[config.mk]
export PLATFORM = sky130hd
export DESIGN_NAME = multiuser_dsss_spreader
export DESIGN_NICKNAME = d
export VERILOG_FILES = /design/src/hdl/mds_pkg.sv /design/src/hdl/mds_combiner.sv /design/src/hdl/multiuser_dsss_spreader.sv
export SDC_FILE = /design/constraint.sdc
export NUM_CORES = 2
export LEC_CHECK = 0
export ABC_AREA = 0
export BUFFER_PORTS_ARGS = -buffer_cell sky130_fd_sc_hd__buf_2
export CAP_MARGIN = 20
export CORE_UTILIZATION = 40
export DETAILED_ROUTE_END_ITERATION = 12
export PLACE_DENSITY = 0.64
export SETUP_SLACK_MARGIN = 0.15
export SYNTH_ARGS = -nofsm -noshare
export SYNTH_HDL_FRONTEND = slang
export SYNTH_SLANG_ARGS = --single-unit
[constraint.sdc]
create_clock -name clock -period 12.1 [get_ports clock]
set_clock_uncertainty 0.2 [all_clocks]
set_input_delay 0.605 -clock clock [delete_from_list [all_inputs] [get_ports clock]]
set_output_delay 0.605 -clock clock [all_outputs]
set_load 0.01 [all_outputs]
[src/hdl/mds_pkg.sv]
package mds_pkg;

   localparam int MaxUsers    = 4;
   localparam int MaxCodeLen  = 512;
   localparam int SymbolBits  = 16;

   localparam int UserIdxW    = (MaxUsers > 1) ? $clog2(MaxUsers) : 1;
   localparam int UsersW      = $clog2(MaxUsers + 1);
   localparam int AddrW       = $clog2(MaxCodeLen);
   localparam int LenW        = AddrW + 1;
   localparam int ChipW       = 19;
   localparam int SumW        = SymbolBits + UserIdxW + 2;
   localparam int ScaleW      = 16;
   localparam int ScaleShift  = 15;
   localparam int ProdW       = SumW + ScaleW + 1;

   localparam int SpreadLog2W   = 4;
   localparam int SpreadLog2Min = 5;
   localparam int SpreadLog2Max = 9;

   localparam int CsrIdxW     = 3;
   localparam int CsrDataW    = LenW;

   localparam int LoadAddrLsb = UserIdxW;
   localparam int LoadChipBit = UserIdxW + AddrW;
   localparam int SymLsb      = UserIdxW + AddrW + 1;
   localparam int ReqDataW    = ((SymLsb + 2 * MaxUsers * SymbolBits + 7) / 8) * 8;
   localparam int RspDataW    = ((2 * ChipW + 7) / 8) * 8;

   typedef enum logic {
      OpLoad = 1'b0,
      OpChip = 1'b1
   } op_type;

   typedef enum logic [CsrIdxW-1:0] {
      RegSpreadLog2  = 3'd0,
      RegActiveUsers = 3'd1,
      RegScaleEnable = 3'd2,
      RegCodeLen0    = 3'd3,
      RegCodeLen1    = 3'd4,
      RegCodeLen2    = 3'd5,
      RegCodeLen3    = 3'd6
   } reg_idx_type;

   typedef logic signed [SymbolBits-1:0] sym_type;
   typedef logic signed [ChipW-1:0]      chip_type;

   typedef struct packed {
      sym_type re;
      sym_type im;
   } cplx_type;

   typedef struct packed {
      logic [MaxUsers-1:0] active;
      logic [MaxUsers-1:0] code_bit;
      logic [UsersW-1:0]   users_n;
      logic                scale_en;
   } comb_ctrl_type;

   function automatic logic [ScaleW-1:0] inv_sqrt_q15(input logic [UsersW-1:0] n);
      logic [ScaleW-1:0] k;
      begin
         unique case (n)
            3'd2:    k = 16'd23170;
            3'd3:    k = 16'd18919;
            3'd4:    k = 16'd16384;
            default: k = 16'd32768;
         endcase
         return k;
      end
   endfunction

endpackage

[src/hdl/mds_combiner.sv]
module mds_combiner (
   input  mds_pkg::comb_ctrl_type                  ctrl,
   input  mds_pkg::cplx_type [mds_pkg::MaxUsers-1:0] sym,
   output mds_pkg::chip_type                       chip_re,
   output mds_pkg::chip_type                       chip_im
);

   logic signed [mds_pkg::SumW-1:0]  sum_re;
   logic signed [mds_pkg::SumW-1:0]  sum_im;
   logic signed [mds_pkg::SumW-1:0]  term_re;
   logic signed [mds_pkg::SumW-1:0]  term_im;
   logic signed [mds_pkg::ProdW-1:0] k_s;
   logic signed [mds_pkg::ProdW-1:0] prod_re;
   logic signed [mds_pkg::ProdW-1:0] prod_im;
   logic signed [mds_pkg::ProdW-1:0] shr_re;
   logic signed [mds_pkg::ProdW-1:0] shr_im;

   always_comb begin
      sum_re = '0;
      sum_im = '0;
      for (int u = 0; u < mds_pkg::MaxUsers; u++) begin
         term_re = mds_pkg::SumW'(sym[u].re);
         term_im = mds_pkg::SumW'(sym[u].im);
         if (ctrl.active[u]) begin
            if (ctrl.code_bit[u]) begin
               sum_re = sum_re + term_re;
               sum_im = sum_im + term_im;
            end else begin
               sum_re = sum_re - term_re;
               sum_im = sum_im - term_im;
            end
         end
      end
   end

   assign k_s     = mds_pkg::ProdW'(signed'({1'b0, mds_pkg::inv_sqrt_q15(ctrl.users_n)}));
   assign prod_re = mds_pkg::ProdW'(sum_re) * k_s;
   assign prod_im = mds_pkg::ProdW'(sum_im) * k_s;
   assign shr_re  = prod_re >>> mds_pkg::ScaleShift;
   assign shr_im  = prod_im >>> mds_pkg::ScaleShift;

   assign chip_re = ctrl.scale_en ? shr_re[mds_pkg::ChipW-1:0] : sum_re[mds_pkg::ChipW-1:0];
   assign chip_im = ctrl.scale_en ? shr_im[mds_pkg::ChipW-1:0] : sum_im[mds_pkg::ChipW-1:0];

endmodule

[src/hdl/multiuser_dsss_spreader.sv]
// Channel  Direction  Handshake              Payload
// req      in         req_tvalid/req_tready  tuser op, tdata load and symbol fields
// rsp      out        rsp_tvalid/rsp_tready  tdata chip_re/chip_im, tlast symbol_end
// csr      in         csr_valid/csr_ready    csr_index, csr_data
//
// One item per cycle while the result path is not stalled; a chip item's result passes
// through the code store read register, then the result register.
// Reset is synchronous: config returns to defaults and phases clear; the code
// store is not cleared and reads as unknown until loaded.
// A stalled result holds in the result register; one more item waits in the
// read stage before req_tready drops.
// csr_ready is always high.
module multiuser_dsss_spreader (
   input  logic                            clock,
   input  logic                            reset,

   input  logic                            req_tvalid,
   output logic                            req_tready,
   input  logic [mds_pkg::ReqDataW-1:0]    req_tdata,  // load_user, load_addr, load_chip, user0_re, user0_im, ... user3_im
   input  logic                            req_tuser,  // op

   output logic                            rsp_tvalid,
   input  logic                            rsp_tready,
   output logic [mds_pkg::RspDataW-1:0]    rsp_tdata,  // chip_re, chip_im
   output logic                            rsp_tlast,

   input  logic                            csr_valid,
   output logic                            csr_ready,
   input  logic [mds_pkg::CsrIdxW-1:0]     csr_index,
   input  logic [mds_pkg::CsrDataW-1:0]    csr_data
);

   localparam int MaxUsers = mds_pkg::MaxUsers;
   localparam int AddrW    = mds_pkg::AddrW;
   localparam int LenW     = mds_pkg::LenW;
   localparam int UsersW   = mds_pkg::UsersW;

   logic                               req_accept;
   logic                               csr_accept;
   logic                               load_accept;
   logic                               chip_accept;
   logic                               restart;
   logic                               s2_ready;

   logic [mds_pkg::UserIdxW-1:0]       load_user;
   logic [AddrW-1:0]                   load_addr;
   logic                               load_chip;
   mds_pkg::cplx_type [MaxUsers-1:0]   req_sym;

   logic [mds_pkg::SpreadLog2W-1:0]    spread_log2_ff;
   logic [2:0]                         active_users_ff;
   logic                               scale_enable_ff;
   logic [MaxUsers-1:0][LenW-1:0]      code_len_ff;

   logic [mds_pkg::SpreadLog2W-1:0]    log2_c;
   logic [LenW-1:0]                    sf_w;
   logic [AddrW-1:0]                   sf_m1;
   logic [UsersW-1:0]                  users_n;
   logic [MaxUsers-1:0]                active;

   logic [MaxUsers-1:0][AddrW-1:0]     code_phase_ff;
   logic [MaxUsers-1:0][AddrW-1:0]     code_phase_in;
   logic [AddrW-1:0]                   chip_in_symbol_ff;
   logic [AddrW-1:0]                   chip_in_symbol_in;

   logic                               s1_valid_ff;
   logic                               s1_valid_in;
   logic                               s1_last_ff;
   mds_pkg::cplx_type [MaxUsers-1:0]   s1_sym_ff;
   mds_pkg::comb_ctrl_type             s1_ctrl_ff;
   logic [MaxUsers-1:0]                code_bit_ff;
   mds_pkg::comb_ctrl_type             comb_ctrl;

   mds_pkg::chip_type                  chip_re;
   mds_pkg::chip_type                  chip_im;
   logic                               rsp_valid_ff;
   logic                               rsp_valid_in;
   mds_pkg::chip_type                  rsp_re_ff;
   mds_pkg::chip_type                  rsp_im_ff;
   logic                               rsp_last_ff;

   assign csr_ready   = 1'b1;
   assign csr_accept  = csr_valid & csr_ready;
   assign req_accept  = req_tvalid & req_tready;
   assign load_accept = req_accept & (req_tuser == mds_pkg::OpLoad);
   assign chip_accept = req_accept & (req_tuser == mds_pkg::OpChip);

   assign load_user = req_tdata[0 +: mds_pkg::UserIdxW];
   assign load_addr = req_tdata[mds_pkg::LoadAddrLsb +: AddrW];
   assign load_chip = req_tdata[mds_pkg::LoadChipBit];

   for (genvar u = 0; u < MaxUsers; u++) begin : g_unpack
      assign req_sym[u].re = req_tdata[mds_pkg::SymLsb + 2*u*mds_pkg::SymbolBits
                                       +: mds_pkg::SymbolBits];
      assign req_sym[u].im = req_tdata[mds_pkg::SymLsb + (2*u+1)*mds_pkg::SymbolBits
                                       +: mds_pkg::SymbolBits];
   end

   // config registers
   always_ff @(posedge clock) begin
      if (reset) begin
         spread_log2_ff  <= mds_pkg::SpreadLog2W'(mds_pkg::SpreadLog2Min);
         active_users_ff <= 3'(MaxUsers);
         scale_enable_ff <= 1'b1;
      end else if (csr_accept) begin
         unique case (csr_index)
            mds_pkg::RegSpreadLog2:  spread_log2_ff  <= csr_data[mds_pkg::SpreadLog2W-1:0];
            mds_pkg::RegActiveUsers: active_users_ff <= csr_data[2:0];
            mds_pkg::RegScaleEnable: scale_enable_ff <= csr_data[0];
            default: ;
         endcase
      end
   end

   for (genvar u = 0; u < MaxUsers; u++) begin : g_len
      always_ff @(posedge clock) begin
         if (reset) begin
            code_len_ff[u] <= LenW'(32);
         end else if (csr_accept
                      && csr_index == mds_pkg::CsrIdxW'(int'(mds_pkg::RegCodeLen0) + u)) begin
            code_len_ff[u] <= csr_data[LenW-1:0];
         end
      end
   end

   assign restart = load_accept
                  | (csr_accept & ((csr_index == mds_pkg::RegSpreadLog2)
                                   | ((csr_index >= mds_pkg::RegCodeLen0)
                                      & (csr_index <= mds_pkg::RegCodeLen3))));

   always_comb begin
      if (spread_log2_ff < mds_pkg::SpreadLog2W'(mds_pkg::SpreadLog2Min)) begin
         log2_c = mds_pkg::SpreadLog2W'(mds_pkg::SpreadLog2Min);
      end else if (spread_log2_ff > mds_pkg::SpreadLog2W'(mds_pkg::SpreadLog2Max)) begin
         log2_c = mds_pkg::SpreadLog2W'(mds_pkg::SpreadLog2Max);
      end else begin
         log2_c = spread_log2_ff;
      end
      sf_w  = LenW'(1) << log2_c;
      sf_m1 = AddrW'(sf_w - LenW'(1));

      if (active_users_ff == 3'd0) begin
         users_n = UsersW'(1);
      end else if (active_users_ff > 3'(MaxUsers)) begin
         users_n = UsersW'(MaxUsers);
      end else begin
         users_n = UsersW'(active_users_ff);
      end
   end

   // code store, phase tracking
   for (genvar u = 0; u < MaxUsers; u++) begin : g_user
      logic            code_mem [mds_pkg::MaxCodeLen];
      logic [LenW-1:0] len_c;
      logic [LenW-1:0] ph_inc;

      assign active[u] = (UsersW'(u) < users_n);

      always_comb begin
         if (code_len_ff[u] == '0) begin
            len_c = LenW'(1);
         end else if (code_len_ff[u] > LenW'(mds_pkg::MaxCodeLen)) begin
            len_c = LenW'(mds_pkg::MaxCodeLen);
         end else begin
            len_c = code_len_ff[u];
         end
         ph_inc = {1'b0, code_phase_ff[u]} + LenW'(1);

         priority if (restart) begin
            code_phase_in[u] = '0;
         end else if (chip_accept && active[u]) begin
            code_phase_in[u] = (ph_inc >= len_c) ? '0 : ph_inc[AddrW-1:0];
         end else begin
            code_phase_in[u] = code_phase_ff[u];
         end
      end

      always_ff @(posedge clock) begin
         if (load_accept && load_user == mds_pkg::UserIdxW'(u)) begin
            code_mem[load_addr] <= load_chip;
         end
         if (chip_accept) begin
            code_bit_ff[u] <= code_mem[code_phase_ff[u]];
         end
      end

      always_ff @(posedge clock) begin
         if (reset) begin
            code_phase_ff[u] <= '0;
         end else begin
            code_phase_ff[u] <= code_phase_in[u];
         end
      end
   end

   always_comb begin
      priority if (restart) begin
         chip_in_symbol_in = '0;
      end else if (chip_accept) begin
         chip_in_symbol_in = (chip_in_symbol_ff >= sf_m1) ? '0
                                                          : chip_in_symbol_ff + AddrW'(1);
      end else begin
         chip_in_symbol_in = chip_in_symbol_ff;
      end
   end

   always_ff @(posedge clock) begin
      if (reset) begin
         chip_in_symbol_ff <= '0;
      end else begin
         chip_in_symbol_ff <= chip_in_symbol_in;
      end
   end

   // pipeline control
   assign s2_ready   = ~rsp_valid_ff | rsp_tready;
   assign req_tready = ~s1_valid_ff | s2_ready;

   always_comb begin
      priority if (req_accept) begin
         s1_valid_in = chip_accept;
      end else if (s2_ready) begin
         s1_valid_in = 1'b0;
      end else begin
         s1_valid_in = s1_valid_ff;
      end
      rsp_valid_in = s2_ready ? s1_valid_ff : rsp_valid_ff;
   end

   always_ff @(posedge clock) begin
      if (reset) begin
         s1_valid_ff  <= 1'b0;
         rsp_valid_ff <= 1'b0;
      end else begin
         s1_valid_ff  <= s1_valid_in;
         rsp_valid_ff <= rsp_valid_in;
      end
   end

   always_ff @(posedge clock) begin
      if (chip_accept) begin
         s1_sym_ff           <= req_sym;
         s1_last_ff          <= (chip_in_symbol_ff >= sf_m1);
         s1_ctrl_ff.active   <= active;
         s1_ctrl_ff.code_bit <= '0;
         s1_ctrl_ff.users_n  <= users_n;
         s1_ctrl_ff.scale_en <= scale_enable_ff;
      end
   end

   always_comb begin
      comb_ctrl          = s1_ctrl_ff;
      comb_ctrl.code_bit = code_bit_ff;
   end

   mds_combiner u_combiner (
      .ctrl    (comb_ctrl),
      .sym     (s1_sym_ff),
      .chip_re (chip_re),
      .chip_im (chip_im)
   );

   always_ff @(posedge clock) begin
      if (s2_ready && s1_valid_ff) begin
         rsp_re_ff   <= chip_re;
         rsp_im_ff   <= chip_im;
         rsp_last_ff <= s1_last_ff;
      end
   end

   assign rsp_tvalid = rsp_valid_ff;
   assign rsp_tlast  = rsp_last_ff;
   assign rsp_tdata  = mds_pkg::RspDataW'({rsp_im_ff, rsp_re_ff});

   a_full_blocks_input: assert property (@(posedge clock) disable iff (reset)
      (s1_valid_ff && rsp_valid_ff && !rsp_tready) |-> !req_tready)
      else $error("input taken while both stages are stalled");

   a_load_restarts: assert property (@(posedge clock) disable iff (reset)
      load_accept |=> (chip_in_symbol_ff == '0 && code_phase_ff == '0))
      else $error("load item did not restart phases");

   a_symbol_count_bound: assert property (@(posedge clock) disable iff (reset)
      chip_in_symbol_ff <= sf_m1)
      else $error("chip counter beyond symbol length");

   a_rsp_from_stage1: assert property (@(posedge clock) disable iff (reset)
      $rose(rsp_valid_ff) |-> $past(s1_valid_ff))
      else $error("result appeared without a pending item");

endmodule

==> out/qor.yml <==
netlist.area_leader.share_pct: 53.7
yosysUniqueCellTypes: 92
cts_buffers: 242
synth_seq_cells: 2322
period_share_pct: 95.5
fmax_ghz: 0.0866
synth_warnings: 0
dp_hpwl_mm: 207
synth_seq_area_share_pct: 55.2
route.met3.wl_mm: 23.8
ys.flop_type: "edfxtp_1"
leakage_nw: 49.3
io_buffers: 199
max_stage_delay_ns: 0.60
p_per_area_mw_per_mm2: 152
hold_class: "input port to register"
swShare_pct: 28.4
final-setup-viol-count: 0
comb_power_share_pct: 24.6
met2_length_mm: 165
n_fill_cell: 27300
top_layer: "met5"
crit_required_ns: 12.61
hold_viol: 0
vias_per_cell: 5.48
syn_avg_cell_area_um2: 12.9
clkLatencyLatePin_ns: 0.95
crit_path_frequent_cell: "fa_1"
die_y_um: 560
syn_inst: 9672
grt_pass1_vias: 81200
syn-cell-area_mm2: 0.125
drt_wl_total_mm: 331
p_switching_w: 0.00618
nets: 11100
gp_congestion: 0.922
internal_power_w: 0.0156
maxCapViolations: 0
cts_tree: "done"
layout_min_cycle_time_ns: 11.55
crit_type: "register to register"
die_area_mm2: 0.314
slew-limit-headroom_pct: -15.0
placed_area_mm2: 0.132
firstDrtPassIters: 6
clock_path_buffers: 4
ys_top_cells_by_area: "edfxtp_1 54%, mux4_2 12%, nor2_1 7.1%"
arrival_ns: 12.06
setup_tns_ns: 0
clkPwrFrac_pct: 34.1
grt_max_degree: 333
synthArstFlopShare_pct: 0
clk_pin_slew_ns: 0.06
cp_slowest_cell: "or4b_2"
yosys.area.top_type: "edfxtp_1"
failed_checks: "slew limit"
postRouteAntennaNets: 0
synthToLayoutAreaGrowth_pct: 14.7
drive_gt1_share_pct: 20.2
overflow: 0
antenna_found_initial: 19
critPathBufInv: 9
cts_sinks: 2322
drv_slew: 183
drt_iter0_drc: 8209
power_frac_seq_pct: 41.3
cp_max_fo: 14
hold_slack_ns: 0.158
fin_total_pwr_w: 0.0218
ios: 207
cp-end-kind: "register"
fp-row-count: 204
wire_per_inst_um: 22.9
worst_path_dominant_cell_family: "adder cells"
rsz0062_at_grt: "true"
cp-start-kind: "register"
synth_edf_count: 2227
track_usage_pct: 20.8
grt_pass1_wl_mm: 497
h-tree-depth: 4
root_buffer: "clkbuf_16"
vias: 79200
max-vdd-ir-drop_uv: 137
core_area_mm2: 0.309
start_util_pct: 40.3
wl_met1_mm: 132
drc: 0
status: "finished, violations left"
die_x_um: 560
fin_area_mm2: 0.143
worstMarginPinSlew_ns: 1.72
-- cell families (layout without fill, tap and decap cells) --
logic type,after synthesis,after routing,share of synthesized area (%)
adder cells (fa/ha/maj),842,842,10.8
buffers and inverters,1412,2050,4.31
multiplexers,775,775,13.1
XOR/XNOR,279,279,1.98
AND/OR/NAND/NOR,3275,3275,10.8
flip-flops,2322,2322,55.2
other,2,16,0.00603
AO/OA/AOI/OAI,765,765,3.84
-- power groups by stage --
| stage | registers (W) | clock network [W] | logic, W |
|---|---|---|---|
| 3_5_place_dp | 0.00916 | 0 | 0.00485 |
| 6_report | 0.00900 | 0.00744 | 0.00535 |
| 4_1_cts | 0.00900 | 0.00757 | 0.00500 |
| 5_1_grt | 0.00900 | 0.00785 | 0.00592 |
| 3_3_place_gp | 0.00916 | 0 | 0.00480 |
| 2_1_floorplan | 0.00917 | 0 | 0.00297 |
-- path summary, 6_finish.rpt --
check / start / to / slack, ns / cells after the start
max reg2reg: s1_sym_ff[32] / rsp_im_ff[18] / 0.55 / 51
max: s1_sym_ff[32] / rsp_im_ff[18] / 0.55 / 51
min: req_tdata[0] / g_user[0].code_mem[480] / 0.16 / 3
min reg2reg: scale_enable_ff / comb_ctrl[0] / 0.25 / 0
-- flip-flops by register name, summed over array words and instances (netlist names), 3 cells and up --
signal	cells
comb_ctrl	7
rsp_im_ff	19
g_user.code_mem	2048
chip_in_symbol_ff	9
code_bit_ff	4
rsp_re_ff	19
code_len_ff	40
spread_log2_ff	4
s1_sym_ff	128
active_users_ff	3
code_phase_ff	36
-- metal layers --
layer / vias up / GRT usage [%]
li1: 35100 / -
met1: 40700 / 27.0
met2: 2841 / 36.2
met3: 522 / 2.92
met4: 18 / 6.02
met5: - / 0
-- cell usage in the layout, fill, tap and decap left out, types with 20 or more instances in the layout --
master         Yosys  final
nor2_1          2351   2340
edfxtp_1        2227   2227
inv_1            710    704
mux4_2           680    680
buf_4              4    523
nand2_1          453    415
ha_1             450    408
fa_1             392    386
a21oi_1          295    261
clkbuf_16          0    244
buf_2             35    198
xor2_1           146    144
dlygate4sd3_1      0    142
xnor2_1          131    126
o21ai_0          130    104
a21o_1            98     98
dfxtp_1           95     81
nor3_1            84     75
nand3_1           69     67
mux2i_1           61     59
clkinv_1           7     58
and2_1            56     52
clkbuf_1         617     52
clkinv_2           0     44
nand2_2            1     38
nand2b_1          37     37
a21oi_2            1     33
ha_4               0     33
and3_1            36     32
or3_1             34     31
mux2_2            34     31
nand4_1           29     29
o21a_1            27     26
bufinv_16          0     25
nor2b_1           30     24
nor4_1            24     20
-- cell usage after synthesis, types with 130 or more instances --
cell type	count
edfxtp_1	2227
o21ai_0	130
inv_1	710
xor2_1	146
xnor2_1	131
nor2_1	2351
mux4_2	680
clkbuf_1	617
ha_1	450
fa_1	392
nand2_1	453
a21oi_1	295
-- final cells by class --
class	count	area (um2)	share of cell area [%]
Timing Repair Buffer	883	6700	4.68
Clock buffer	301	6360	4.45
Inverter	722	2720	1.90
Sequential cell	2322	68800	48.1
Antenna cell	6	15.0	0.0105
Multi-Input combinational cell	5946	51800	36.2
Tap cell	4120	5150	3.60
Clock inverter	144	1440	1.01
-- through the flow --
stage	util [%]	cells	setup WS [ns]
6_report	46.2	14400	0.547
5_1_grt	46.2	14400	0.0512
3_3_place_gp	42.7	13800	-0.474
3_5_place_dp	42.7	13800	-0.331
4_1_cts	45.7	14400	0.138
2_1_floorplan	-	9680	0.354
-- worst min-delay path: cells and delay by family --
kind	cells	cell delay (ns)
and+or+nand+nor	2	0.33
buffers and inverters	1	0.15
-- what timing repair did --
item | in CTS | in global routing
resized for setup | 33 | 218
pin swaps | 8 | 97
setup endpoints to repair | 16 | 25
endpoints found under the hold margin | 277 | 0
buffers inserted | 4 | 32
gates cloned | 0 | 0
hold buffers | 142 | 0
No activity file was read; power rests on OpenSTA's default activity.
